<file path="config.mk">
export PLATFORM = sky130hd
export DESIGN_NAME = path_clip_box_measure
export DESIGN_NICKNAME = d
export VERILOG_FILES = /design/src/design/pcbm_pkg.sv /design/src/design/pcbm_box_check.sv /design/src/design/path_clip_box_measure.sv
export SDC_FILE = /design/constraint.sdc
export NUM_CORES = 1
export LEC_CHECK = 0
export BUFFER_PORTS_ARGS = -buffer_cell sky130_fd_sc_hd__buf_2
export CAP_MARGIN = 10
export CORE_ASPECT_RATIO = 1.2
export CORE_MARGIN = 10
export CORE_UTILIZATION = 32
export DETAILED_ROUTE_END_ITERATION = 6
export PLACE_DENSITY_LB_ADDON = 0.3
export SLEW_MARGIN = 10
export SYNTH_ARGS = -nofsm -noshare
export SYNTH_HDL_FRONTEND = slang
export SYNTH_SLANG_ARGS = --single-unit
export TNS_END_PERCENT = 5
</file>
<file path="constraint.sdc">
create_clock -name clk_i -period 4.9 [get_ports clk_i]
set_input_delay 0.735 -clock clk_i [delete_from_list [all_inputs] [get_ports clk_i]]
set_output_delay 0.735 -clock clk_i [all_outputs]
set_load 0.01 [all_outputs]
</file>
<file path="src/design/pcbm_pkg.sv">
// package for the clip box measure block: codes and float compare
`default_nettype none
package pcbm_pkg;

  typedef enum logic [2:0] {
    CMD_MOVE  = 3'd0,
    CMD_LINE  = 3'd1,
    CMD_QUAD  = 3'd2,
    CMD_CUBIC = 3'd3,
    CMD_CLOSE = 3'd4
  } cmd_e;

  typedef enum logic [1:0] {
    VERDICT_BOUNDED   = 2'd0,
    VERDICT_UNBOUNDED = 2'd1,
    VERDICT_INVALID   = 2'd2
  } verdict_e;

  typedef enum logic [1:0] {
    REG_MIN_X = 2'd0,
    REG_MIN_Y = 2'd1,
    REG_MAX_X = 2'd2,
    REG_MAX_Y = 2'd3
  } reg_e;

  localparam int unsigned OUT_INDEX_BITS = 24;

  function automatic logic f32_is_nan(input logic [31:0] a);
    f32_is_nan = (a[30:23] == 8'hff) && (a[22:0] != 23'd0);
  endfunction

  // a <= b under ieee single compare, false on nan
  function automatic logic f32_le(input logic [31:0] a, input logic [31:0] b);
    logic res;
    res = 1'b0;
    if (f32_is_nan(a) || f32_is_nan(b)) begin
      res = 1'b0;
    end else if ((a[30:0] == 31'd0) && (b[30:0] == 31'd0)) begin
      res = 1'b1;
    end else if (a[31] != b[31]) begin
      res = a[31];
    end else if (!a[31]) begin
      res = (a[30:0] <= b[30:0]);
    end else begin
      res = (a[30:0] >= b[30:0]);
    end
    f32_le = res;
  endfunction

endpackage
`default_nettype wire

</file>
<file path="src/design/pcbm_box_check.sv">
// vertex inside clip box test with four float compares
`default_nettype none
module pcbm_box_check
  import pcbm_pkg::*;
(
  input  wire logic [31:0] vertex_x_i,
  input  wire logic [31:0] vertex_y_i,
  input  wire logic [31:0] min_x_i,
  input  wire logic [31:0] min_y_i,
  input  wire logic [31:0] max_x_i,
  input  wire logic [31:0] max_y_i,
  output logic             inside_o
);
  assign inside_o = f32_le(min_x_i, vertex_x_i) && f32_le(min_y_i, vertex_y_i) &&
                    f32_le(vertex_x_i, max_x_i) && f32_le(vertex_y_i, max_y_i);
endmodule
`default_nettype wire

</file>
<file path="src/design/path_clip_box_measure.sv">
// top level of the path clip box measure block
//
//  channel | direction | handshake         | word
//  in      | input     | in_valid/in_stall | command, vertex, last flag
//  out     | output    | out_valid/out_stall | verdict, index, move point
//  cfg     | input     | cfg_valid/cfg_ready | register index and data
//
// one word per cycle while in_stall is low; an input word is registered, checked in the next cycle
// and, for the last word of a path, its result goes to the output register as the word moves on.
// reset clears path state, clip box and move point to zero.
// a stalled output blocks the input only when a result is held and the
// pending word would produce another one.
`default_nettype none
module path_clip_box_measure
  import pcbm_pkg::*;
#(
  parameter int unsigned INDEX_BITS = 24
) (
  input  wire logic        clk_i,
  input  wire logic        rst_ni,
  input  wire logic        in_valid_i,
  output logic             in_stall_o,
  input  wire logic [2:0]  command_i,
  input  wire logic [31:0] vertex_x_i,
  input  wire logic [31:0] vertex_y_i,
  input  wire logic        last_element_i,
  output logic             out_valid_o,
  input  wire logic        out_stall_i,
  output logic [1:0]       verdict_o,
  output logic [23:0]      first_out_index_o,
  output logic [31:0]      last_move_x_o,
  output logic [31:0]      last_move_y_o,
  input  wire logic        cfg_valid_i,
  output logic             cfg_ready_o,
  input  wire logic [1:0]  cfg_index_i,
  input  wire logic [31:0] cfg_data_i
);
  logic [31:0] min_x_q, min_y_q, max_x_q, max_y_q;

  // input register
  logic        iv_q;
  logic [2:0]  cmd_q;
  logic [31:0] vx_q, vy_q;
  logic        last_q;

  // path state
  logic                  open_q, open_d;
  logic [1:0]            grem_q, grem_d;
  logic [INDEX_BITS-1:0] gidx_q, gidx_d;
  logic [INDEX_BITS-1:0] cnt_q;
  logic                  dec_q, dec_d;
  verdict_e              lv_q, lv_d;
  logic [INDEX_BITS-1:0] lidx_q, lidx_d;
  logic [31:0]           mx_q, mx_d, my_q, my_d;

  logic ov_q;
  verdict_e              ver_d;
  logic [23:0]           fidx_d;
  logic [31:0]           ux;
  logic in_box, stage_go, in_acc;

  assign cfg_ready_o = 1'b1;

  always_ff @(posedge clk_i or negedge rst_ni) begin
    if (!rst_ni) begin
      min_x_q <= '0;
      min_y_q <= '0;
      max_x_q <= '0;
      max_y_q <= '0;
    end else if (cfg_valid_i) begin
      unique case (reg_e'(cfg_index_i))
        REG_MIN_X: min_x_q <= cfg_data_i;
        REG_MIN_Y: min_y_q <= cfg_data_i;
        REG_MAX_X: max_x_q <= cfg_data_i;
        REG_MAX_Y: max_y_q <= cfg_data_i;
        default: ;
      endcase
    end
  end

  // staged word moves on unless it makes a result that cannot be stored
  assign stage_go   = iv_q && !(last_q && ov_q && out_stall_i);
  assign in_stall_o = iv_q && !stage_go;
  assign in_acc     = in_valid_i && !in_stall_o;

  always_ff @(posedge clk_i or negedge rst_ni) begin
    if (!rst_ni) begin
      iv_q <= 1'b0;
    end else if (in_acc) begin
      iv_q <= 1'b1;
    end else if (stage_go) begin
      iv_q <= 1'b0;
    end
  end

  always_ff @(posedge clk_i) begin
    if (in_acc) begin
      cmd_q  <= command_i;
      vx_q   <= vertex_x_i;
      vy_q   <= vertex_y_i;
      last_q <= last_element_i;
    end
  end

  pcbm_box_check u_check (
    .vertex_x_i (vx_q),
    .vertex_y_i (vy_q),
    .min_x_i    (min_x_q),
    .min_y_i    (min_y_q),
    .max_x_i    (max_x_q),
    .max_y_i    (max_y_q),
    .inside_o   (in_box)
  );

  always_comb begin
    open_d = open_q;
    grem_d = grem_q;
    gidx_d = gidx_q;
    dec_d  = dec_q;
    lv_d   = lv_q;
    lidx_d = lidx_q;
    mx_d   = mx_q;
    my_d   = my_q;
    if (!dec_q) begin
      if (grem_q != 2'd0) begin
        if (!in_box) begin
          dec_d  = 1'b1;
          lv_d   = VERDICT_UNBOUNDED;
          lidx_d = gidx_q;
        end
        grem_d = grem_q - 2'd1;
      end else begin
        case (cmd_q)
          CMD_MOVE: begin
            mx_d   = vx_q;
            my_d   = vy_q;
            open_d = 1'b1;
            if (!in_box) begin
              dec_d  = 1'b1;
              lv_d   = VERDICT_UNBOUNDED;
              lidx_d = cnt_q;
            end
          end
          CMD_LINE, CMD_QUAD, CMD_CUBIC: begin
            if (!open_q) begin
              dec_d  = 1'b1;
              lv_d   = VERDICT_INVALID;
              lidx_d = '0;
            end else begin
              if (cmd_q != CMD_LINE) begin
                gidx_d = cnt_q;
                grem_d = cmd_q[1:0] - 2'd1;
              end
              if (!in_box) begin
                dec_d  = 1'b1;
                lv_d   = VERDICT_UNBOUNDED;
                lidx_d = cnt_q;
              end
            end
          end
          CMD_CLOSE: open_d = 1'b0;
          default: begin
            dec_d  = 1'b1;
            lv_d   = VERDICT_INVALID;
            lidx_d = '0;
          end
        endcase
      end
    end
  end

  // widen index to 32 bits, then keep the low 24
  assign ux = 32'(lidx_d);

  always_comb begin
    fidx_d = '0;
    if (dec_d) begin
      ver_d = lv_d;
      if (lv_d == VERDICT_UNBOUNDED) fidx_d = ux[23:0];
    end else if (grem_d != 2'd0) begin
      ver_d = VERDICT_INVALID;
    end else begin
      ver_d = VERDICT_BOUNDED;
    end
  end

  always_ff @(posedge clk_i or negedge rst_ni) begin
    if (!rst_ni) begin
      open_q <= 1'b0;
      grem_q <= '0;
      gidx_q <= '0;
      cnt_q  <= '0;
      dec_q  <= 1'b0;
      lv_q   <= VERDICT_BOUNDED;
      lidx_q <= '0;
      mx_q   <= '0;
      my_q   <= '0;
    end else if (stage_go) begin
      mx_q <= mx_d;
      my_q <= my_d;
      if (last_q) begin
        open_q <= 1'b0;
        grem_q <= '0;
        gidx_q <= '0;
        cnt_q  <= '0;
        dec_q  <= 1'b0;
        lv_q   <= VERDICT_BOUNDED;
        lidx_q <= '0;
      end else begin
        open_q <= open_d;
        grem_q <= grem_d;
        gidx_q <= gidx_d;
        cnt_q  <= cnt_q + 1'b1;
        dec_q  <= dec_d;
        lv_q   <= lv_d;
        lidx_q <= lidx_d;
      end
    end
  end

  always_ff @(posedge clk_i or negedge rst_ni) begin
    if (!rst_ni) begin
      ov_q <= 1'b0;
    end else if (stage_go && last_q) begin
      ov_q <= 1'b1;
    end else if (!out_stall_i) begin
      ov_q <= 1'b0;
    end
  end

  always_ff @(posedge clk_i) begin
    if (stage_go && last_q) begin
      verdict_o         <= ver_d;
      first_out_index_o <= fidx_d;
      last_move_x_o     <= mx_d;
      last_move_y_o     <= my_d;
    end
  end

  assign out_valid_o = ov_q;

endmodule
`default_nettype wire

</file>
# Word level (Yosys, flattened, before mapping)
# Cells that the tools add are included.
op_classes:
  add_sub_neg: 3
  magnitude_cmp: 8
  n_eq_ne: 22
  n_mux: 64
  n_reduce_logical: 55
ops:
  columns: ["op", "count"]
  rows:
  - ["two-way mux 24 bit", 13]
  - ["two-way mux 32 bit", 6]
  - ["logical NOT 31 bit", 6]
  - ["nonzero test 23 bit", 6]
  - [">= comparator 31 bit", 4]
  - ["<= comparator 31 bit", 4]
  - ["one-hot mux 24 bit (3 select lines)", 1]
  - ["equality test 8 bit, second input constant", 6]
  - ["two-way mux 1 bit", 28]
  - ["two-way mux 2 bit", 13]
  - ["adder 24 x 1 -> 24 bit, second input constant", 1]
  - ["logical AND 1 bit", 19]
  - ["nonzero test 2 bit", 6]
  - ["AND reduction 2 bit", 5]
  - ["equality test 3 x 2 -> 1 bit, second input constant", 2]
  - ["one-hot mux 2 bit (3 select lines)", 1]
  - ["AND reduction 6 bit", 1]
  - ["equality test 2 x 1 -> 1 bit, second input constant", 2]
  - ["equality test 2 bit, second input constant", 2]
  - ["logical OR 1 bit", 4]
  - ["inequality test 1 bit", 4]
  - ["inequality test 2 bit, second input constant", 2]
  - ["AND reduction 4 bit", 1]
  - ["subtractor 2 x 1 -> 2 bit, second input constant", 2]
  - ["11 further kinds", 13]
word_totals:
  register_bits: 430
  input_bits: 107
  output_inout_bits: 93
  wordCells: 175

# Longest topological paths before layout
# Gate-level depths: netlist of run 1.
depth:
  depth_word: 15
  ltp_mapped: 14
  depth_no_buf: 12

# Hierarchy
# Synthesis of run 1 repeated with hierarchy kept, for this count alone.
unflattened:
  hier_cells: 1758
  hier_area_um2: 21085.2
by_module_without_submodules:
  columns: ["module", "instances", "cells_each", "area_each_um2", "seq_area_each_um2"]
  rows:
  - ["path_clip_box_measure", 1, 1191, 17182.7, 11551.1]
  - ["pcbm_box_check", 1, 567, 3902.5, 0.0]

# Worst setup path before layout of run 1
# No wires, ideal clock.
synth_path:
  kind: "input to register"
  from: "input port out_stall_i"
  to: "register first_out_index_o[0] (enable)"
  setup_ps: 490
  t_arrival_ps: 3900
  required_time_ps: 4410
  slack_ps: 510
  path_stages: 4
  path_buffers: 1
  cell_sequence: "nand3_1 > nand2_1 > nor2_1 > clkbuf_1"
synth_between:
  elab_chain_cells: 4
synth_lines:
  columns: ["item", "line", "source"]
  rows:
  - ["start, declared", "path_clip_box_measure.sv:28", "input wire logic out_stall_i,"]
  - ["logical AND 1 bit", "path_clip_box_measure.sv:82", "assign stage_go = iv_q && !(last_q && ov_q && out_stall_i);"]
  - ["logical NOT 1 bit", "path_clip_box_measure.sv:82", null]
  - ["logical AND 1 bit", "path_clip_box_measure.sv:82", null]
  - ["logical AND 1 bit", "path_clip_box_measure.sv:232", "if (stage_go && last_q) begin"]
  - ["end signal, assigned", "path_clip_box_measure.sv:234", "first_out_index_o <= fidx_d;"]
  - ["end, declared", "path_clip_box_measure.sv:30", "output logic [23:0] first_out_index_o,"]
# No other way between the ends.
# A chain may end at the register's enable or synchronous reset.

# Worst setup path in the final report of run 1
layout_path:
  from: "register vy_q[16]"
  to: "register first_out_index_o[8], data pin"
layout_between:
  elab_chain_cells: 15
  word_cells_on_any_way: 40
  classes_between: "order compare: 4; eq/ne: 1; mux: 24; reduce/logical: 11"
layout_lines:
  columns: ["item", "line", "source"]
  rows:
  - ["start, declared", "path_clip_box_measure.sv:43", "logic [31:0] vx_q, vy_q;"]
  - ["start signal, assigned", "path_clip_box_measure.sv:100", "vy_q <= vertex_y_i;"]
  - ["<= comparator 31 bit / >= comparator 31 bit (equally long branches)", "pcbm_pkg.sv:43, pcbm_pkg.sv:45", null]
  - ["two-way mux 1 bit", "pcbm_pkg.sv:42", "end else if (!a[31]) begin"]
  - ["two-way mux 1 bit", "pcbm_pkg.sv:40", "end else if (a[31] != b[31]) begin"]
  - ["two-way mux 1 bit", "pcbm_pkg.sv:38", "end else if ((a[30:0] == 31'd0) && (b[30:0] == 31'd0)) begin"]
  - ["two-way mux 1 bit", "pcbm_pkg.sv:36", "if (f32_is_nan(a) || f32_is_nan(b)) begin"]
  - ["logical AND 1 bit (2 in a row)", "pcbm_box_check.sv:14", "assign inside_o = f32_le(min_x_i, vertex_x_i) && f32_le(min_y_i, vertex_y_i) &&"]
  - ["logical AND 1 bit *", "pcbm_box_check.sv:15", "f32_le(vertex_x_i, max_x_i) && f32_le(vertex_y_i, max_y_i);"]
  - ["two-way mux 2 bit", "path_clip_box_measure.sv:126, path_clip_box_measure.sv:138, path_clip_box_measure.sv:154", null]
  - ["two-way mux 2 bit", "path_clip_box_measure.sv:145", "if (!open_q) begin"]
  - ["one-hot mux 2 bit (3 select lines)", "path_clip_box_measure.sv:133", "case (cmd_q)"]
  - ["two-way mux 2 bit", "path_clip_box_measure.sv:125", "if (grem_q != 2'd0) begin"]
  - ["two-way mux 2 bit", "path_clip_box_measure.sv:124", "if (!dec_q) begin"]
  - ["equality test 2 x 1 -> 1 bit", "path_clip_box_measure.sv:179", "if (lv_d == VERDICT_UNBOUNDED) fidx_d = ux[23:0];"]
  - ["AND reduction 2 bit (no line)", null, null]
# Every way passes the cells marked *; elsewhere a longest branch is shown, timed or not.

==> results of run 1 <==
-- layer usage --
metal | global-route usage | part of all wire | wire, um
met5 | 0 | 0 | 0
met1 | 0.2122 | 0.45 | 27970
met2 | 0.2666 | 0.47 | 29410
met3 | 0.02274 | 0.043 | 2663
met4 | 0.06325 | 0.038 | 2352
-- area by class of cell --
class	instances	area [um^2]	area share
Tap cell	840	1051	0.04268
Antenna cell	2	5.005	0.0002033
Clock inverter	21	211.5	0.008587
Inverter	161	604.3	0.02454
Timing Repair Buffer	221	1199	0.04868
Sequential cell	430	11550	0.4691
Clock buffer	63	1339	0.05437
Multi-Input combinational cell	1206	8663	0.3518
-- path summary, 6_finish.rpt --
check | slack, ns | cells past startpoint | end | from
max in group asynchronous | 3.61 | 2 | my_q[20] | rst_ni
min | 0.13 | 1 | mx_q[23] | rst_ni
min reg2reg | 0.47 | 2 | mx_q[11] | mx_q[11]
max reg2reg | 0.56 | 11 | first_out_index_o[8] | vy_q[16]
max | 0.56 | 11 | first_out_index_o[8] | vy_q[16]
min in group clk_i | 0.33 | 1 | vx_q[26] | vertex_x_i[26]
-- Yosys cell counts (4+ instances only) --
master / count / area (um^2)
nor2_1: 47 / 176.4
nor2b_1: 7 / 43.79
o21ai_1: 34 / 170.2
a221oi_1: 4 / 35.03
nand3b_1: 5 / 37.54
or4_1: 5 / 37.54
a211oi_1: 6 / 45.04
o21ai_0: 39 / 195.2
ha_1: 129 / 1614
o21ai_2: 20 / 175.2
mux2_2: 190 / 2140
inv_1: 161 / 604.3
o31ai_1: 4 / 30.03
o211ai_1: 4 / 30.03
edfxtp_1: 158 / 4745
a22oi_1: 4 / 30.03
buf_1: 12 / 45.04
nor3_1: 14 / 70.07
a22o_1: 25 / 219.0
a21oi_1: 83 / 415.4
xor2_1: 12 / 105.1
dfrtp_1: 272 / 6807
and3_1: 16 / 100.1
nand2_1: 321 / 1205
o21a_1: 6 / 45.04
and4_1: 6 / 52.55
a22oi_2: 20 / 250.2
a21o_1: 9 / 67.56
nand3_1: 44 / 220.2
nand2b_1: 4 / 25.02
buf_6: 7 / 78.83
clkbuf_1: 51 / 191.4
nor4_1: 43 / 269.0
nor4_2: 5 / 62.56
nand4_1: 54 / 337.8
-- cells in the final DEF, fill, tap and decap left out, types with 7 or more instances in the layout --
cell type	n
a22oi_2	20
clkinvlp_4	8
nand2_1	320
nor2b_1	7
nor2_1	43
nor4_1	43
buf_2	197
o21ai_2	21
inv_1	161
a22o_1	25
nor3_1	14
a21o_1	9
xor2_1	12
o21ai_1	33
dfrtp_1	272
edfxtp_1	158
clkbuf_1	8
ha_1	129
nand4_1	54
mux2_2	190
and3_1	16
buf_4	21
o21ai_0	39
clkbuf_16	49
a21oi_1	83
nand3_1	44
-- power groups by stage --
stage                     combinational (mW)  sequential [mW]  clock [mW]
final                                   1.70             4.68        3.58
after global routing                    1.93             4.74        3.82
after CTS                               1.72             4.68        3.68
after detailed placement                1.71             4.74           0
after global placement                  1.65             4.73           0
after floorplan                         1.14             4.62           0
-- stage by stage --
stage	total power, mW	utilization
2_1_floorplan	5.768	-
3_3_place_gp	6.382	0.3516
3_5_place_dp	6.457	0.3516
4_1_cts	10.09	0.3752
5_1_grt	10.49	0.3754
6_report	9.964	0.3754
-- cells by family after synthesis --
logic type                 count (synthesis)  synth area share
buffers and inverters                    238           0.04555
xor gates and xnor gates                  14          0.005805
and+or+nand+nor                          584            0.1294
other                                      1         0.0001775
adders and majority gates                129           0.07642
DFF                                      430            0.5469
AOI/OAI and AO/OA                        286           0.09348
muxes                                    192            0.1022
==> metrics.txt, run 1 <==
status finished clean; worst hold path type input port to asynchronous set/reset pin; first-pass GRT wire length 95840 um; Worst path slowest cell a2111oi_0; PnR worst setup slack 0.5625 ns; post-synthesis async set-or-reset flop share 0.6326; CP arrival about 4.6 ns; Data required, critical path 5.19 ns; Crit path top cell by count a21oi_1; slowest cell delay on critical path ~0.73 ns; relative slew slack 0.1847; hold buffers post-CTS 0; Worst Setup End Kind flip-flop; final cell count without fillers 2944; largest net degree at the start of global routing 101; Cell Area, Synth ~21000 um^2; top_reg_cell synth dfrtp_1; placed insts around 2900; Pwr Density 404.6 nW/um^2; post-synthesis sequential area ratio 0.5469; fill count about 6300; Post-Syn Nets 2110; DRT iter0 DRCs between 1000 and 1500; Buffers on Ports 198; total wire length 62400 um; Worst-Skew Late Latency 0.58 ns; clock buffer count from CTS 46; Setup CP Type flip-flop to flip-flop; post-route ant nets 0; Sw Ratio 0.2873; final hold violation count 0; CP Max Fanout 24; P_sw 2.862 mW; worst path bufs/invs 0; All-Layer GR Usage 0.1620; Die ar. 76720 um^2; Slew Limit Fails 0; Die Y 301.4 um; initial antenna violation count 6; fin crit period 4.337 ns; vias per cell 5.137; max-cap violations 0; dpl ws 0.5837 ns; share of cells above drive strength 1 0.2602; design area 24620 um^2; static leakage around 11 nW; Syn Area/Cell approximately 11 um^2; Routed WL per cell 21.19 um; post-synthesis register bit count 430; clk_skew about 0.028 ns; sequential share of power 0.470; # setup viols final 0; part of the power in combinational logic 0.171; P_int 7.101 mW; Clock power frac 0.359; critical path cell sequence ha_1, a21oi_1, o21ai_1, a221o_1, a2111oi_0, a21oi_1, o21ai_1, and4_1, or2b_1, a211o_2, a21oi_1; Top delay family on crit path compound AO/OA/AOI/OAI gates; Area growth syn-to-layout 16.58%; RSZ-0062 raised after global routing no; synth warn 0; CP startpoint kind flip-flop; CTS tree built; Ports 200; vias in the first global route 15747; setup TNS 0 ns; post-CTS setup buffers 0; DR DRC count 0; placeable core region 65600 um^2; cell at the root of the clock tree clkbuf_16; fmax 230.5 MHz; clock sink total 430; Peak VDD IR 0.2522 mV; Post-DP Area 23060 um^2; Post-synth EDFFs 158; HPWL after DPL 44510 um; hold slack 0.1271 ns; Syn Inst Count roughly 1900; Clk pin slew, worst setup/hold paths about 0.06 ns; post_cts resized 0; fin crit share 0.8852; gpl congestion 0.9369; Synth cell types ~70; H-Tree Depth 2; die width about 250 um; Least-Margin Pin Slew between 1 and 1.5 ns; row cnt 103; GR Overflow Total 0; DR vias 15124; nets@finish 2302; initial core utilization 0.3220; clk buf depth 3; First-pass DRT Iterations 5
Note: power is estimated with default switching activity, not from simulation.
==> run 2: changes to the inputs <==
Settings changed: GPL_TIMING_DRIVEN set to 0, REMOVE_ABC_BUFFERS set to 1.
==> run 2 against run 1 <==
Against the previous run:
- critical endpoint is now first_out_index_o[1]
- design area grew 1.4%
- cell count grew 0.14%
- die area is the same
==> metrics.txt, run 2 (synthesized netlist as in run 1, its figures left out) <==
Die Y 301.4 um (unchanged); clock sink total 430 (unchanged); GR Overflow Total 0 (unchanged); RSZ-0062 raised after global routing no; static leakage 11.11 nW (+1.2%); Area growth syn-to-layout 18.19%; Data required, critical path 5.22 ns (+0.03 ns); Crit path top cell by count or4_1; Die ar. 76720 um^2 (unchanged); status finished clean; DR vias 14960 (-1.1%); dpl ws -0.1714 ns (-0.7551 ns); share of cells above drive strength 1 0.2621 (+0.001880); clock buffer count from CTS 47 (+2.2%); Worst-Skew Late Latency 0.61 ns (+0.03 ns); Worst Setup End Kind flip-flop; relative slew slack 0.2654 (+0.08067); First-pass DRT Iterations 5 (unchanged); slowest cell delay on critical path 0.57 ns (-0.16 ns); clk buf depth 3 (unchanged); Top delay family on crit path simple AND/OR/NAND/NOR gates; post-route ant nets 0 (unchanged); # setup viols final 0 (unchanged); worst path bufs/invs 0 (unchanged); Least-Margin Pin Slew 1.098 ns (-0.1232 ns); critical path cell sequence nor4_1, nand4_1, o21a_1, or4_1, or4_1, and4bb_1, a41oi_4, o21ai_1, a211o_4, a21oi_1; PnR worst setup slack 0.2153 ns (-0.3472 ns); Clk pin slew, worst setup/hold paths 0.06 ns (about the same); vias in the first global route 15837 (+0.57%); HPWL after DPL 43740 um (-1.7%); CTS tree built; final hold violation count 0 (unchanged); nets@finish 2304 (+0.087%); placed insts 2859 (+0.035%); fmax 213.5 MHz (-7.4%); vias per cell 5.075 (-1.2%); DR DRC count 0 (unchanged); initial antenna violation count 6 (unchanged); final cell count without fillers 2948 (+0.14%); Buffers on Ports 198 (unchanged); Slew Limit Fails 0 (unchanged); setup TNS 0 ns (unchanged); gpl congestion 0.8714 (-7.0%); cell at the root of the clock tree clkbuf_16; commonest non-fill, non-tap cell in the layout nand2_1; Routed WL per cell 20.25 um (-4.5%); commonest non-fill, non-tap cells in the layout nand2_1, dfrtp_1, buf_2, mux2_2, inv_1; Peak VDD IR 0.2914 mV (+16%); total wire length 59690 um (-4.3%); largest net degree at the start of global routing 109 (+7.9%); post-CTS setup buffers 0 (unchanged); fill count 6341 (+0.73%); max-cap violations 0 (unchanged); Pwr Density 402.0 nW/um^2 (-0.65%); hold slack 0.1214 ns (-0.005638 ns); DRT iter0 DRCs 846 (-24%); CP startpoint kind flip-flop; fin crit share 0.9561 (+0.07085); Ports 200 (unchanged); die width 254.5 um (unchanged); initial core utilization 0.3220 (unchanged); H-Tree Depth 2 (unchanged); placeable core region 65600 um^2 (unchanged); All-Layer GR Usage 0.1552 (-0.006794); first-pass GRT wire length 92590 um (-3.4%); CP arrival 5.01 ns (+0.38 ns); CP Max Fanout 27 (+13%); clk_skew 0.04656 ns (+0.01882 ns); row cnt 103 (unchanged); Setup CP Type flip-flop to flip-flop; r2r setup slk 0.22 ns (-0.35 ns); worst hold path type input port to asynchronous set/reset pin; Worst path slowest cell or4_1; fin crit period 4.685 ns (+0.3472 ns)
## run 2: final timing paths
kind                          startpoint              endpoint  cells past startpoint
min in group clk_i         vertex_x_i[7]               vx_q[7]                      1
max in group asynchronous         rst_ni           min_y_q[20]                      3
min reg2reg                      my_q[1]               my_q[1]                      2
max reg2reg                  max_x_q[20]  first_out_index_o[1]                     10
min                               rst_ni             cnt_q[15]                      1
max                          max_x_q[20]  first_out_index_o[1]                     10
## run 2: repair_timing
action / 4_1_cts / 5_1_grt
gates cloned: 0 / 0
hold endpoints to repair: 0 / 0
pin swaps: 0 / 1
endpoints found under the setup margin: 24 / 47
gates resized for setup: 1 / 6
hold buffers: 0 / 0
## run 2: cell type report
cell class / instances / area (um^2) / area share
clock inverter: 22 / 292.8 / 0.01173
multi-input combinational: 1206 / 8720 / 0.3493
tap: 840 / 1051 / 0.04210
sequential: 430 / 11550 / 0.4628
timing repair buffer: 222 / 1434 / 0.05744
clock buffer: 65 / 1305 / 0.05228
antenna: 2 / 5.005 / 0.0002005
inverter: 161 / 604.3 / 0.02421
## run 2: where the power goes
group / leakage, nW / internal, mW / switching, mW / total (mW)
clock: 0.771 / 2.10 / 1.54 / 3.65
sequential: 5.00 / 4.28 / 0.408 / 4.69
combinational: 5.34 / 0.765 / 0.938 / 1.70
total: 11.1 / 7.15 / 2.89 / 10.0
## run 2: stage by stage
step                cell area, um^2  total power, mW    util
floorplan                     20760            5.741       -
global placement              22810            6.354  0.3477
detailed placement            23320            6.453  0.3555
CTS                           24930            10.17  0.3800
global route                  24960            10.59  0.3806
finish                        24960            10.04  0.3806
## run 2: worst reg2reg max path: stages (launching register included)
cell,delay (ns)
dfrtp_1,0.39
nor4_1,0.53
nand4_1,0.31
o21a_1,0.26
or4_1,0.57
or4_1,0.50
and4bb_1,0.32
a41oi_4,0.49
o21ai_1,0.48
a211o_4,0.38
a21oi_1,0.16
## run 2: per-layer routing
layer  track usage  wire [um]
met4       0.06084       1940
met5             0          0
met3       0.02532       2648
met1        0.1973      26590
met2        0.2599      28510
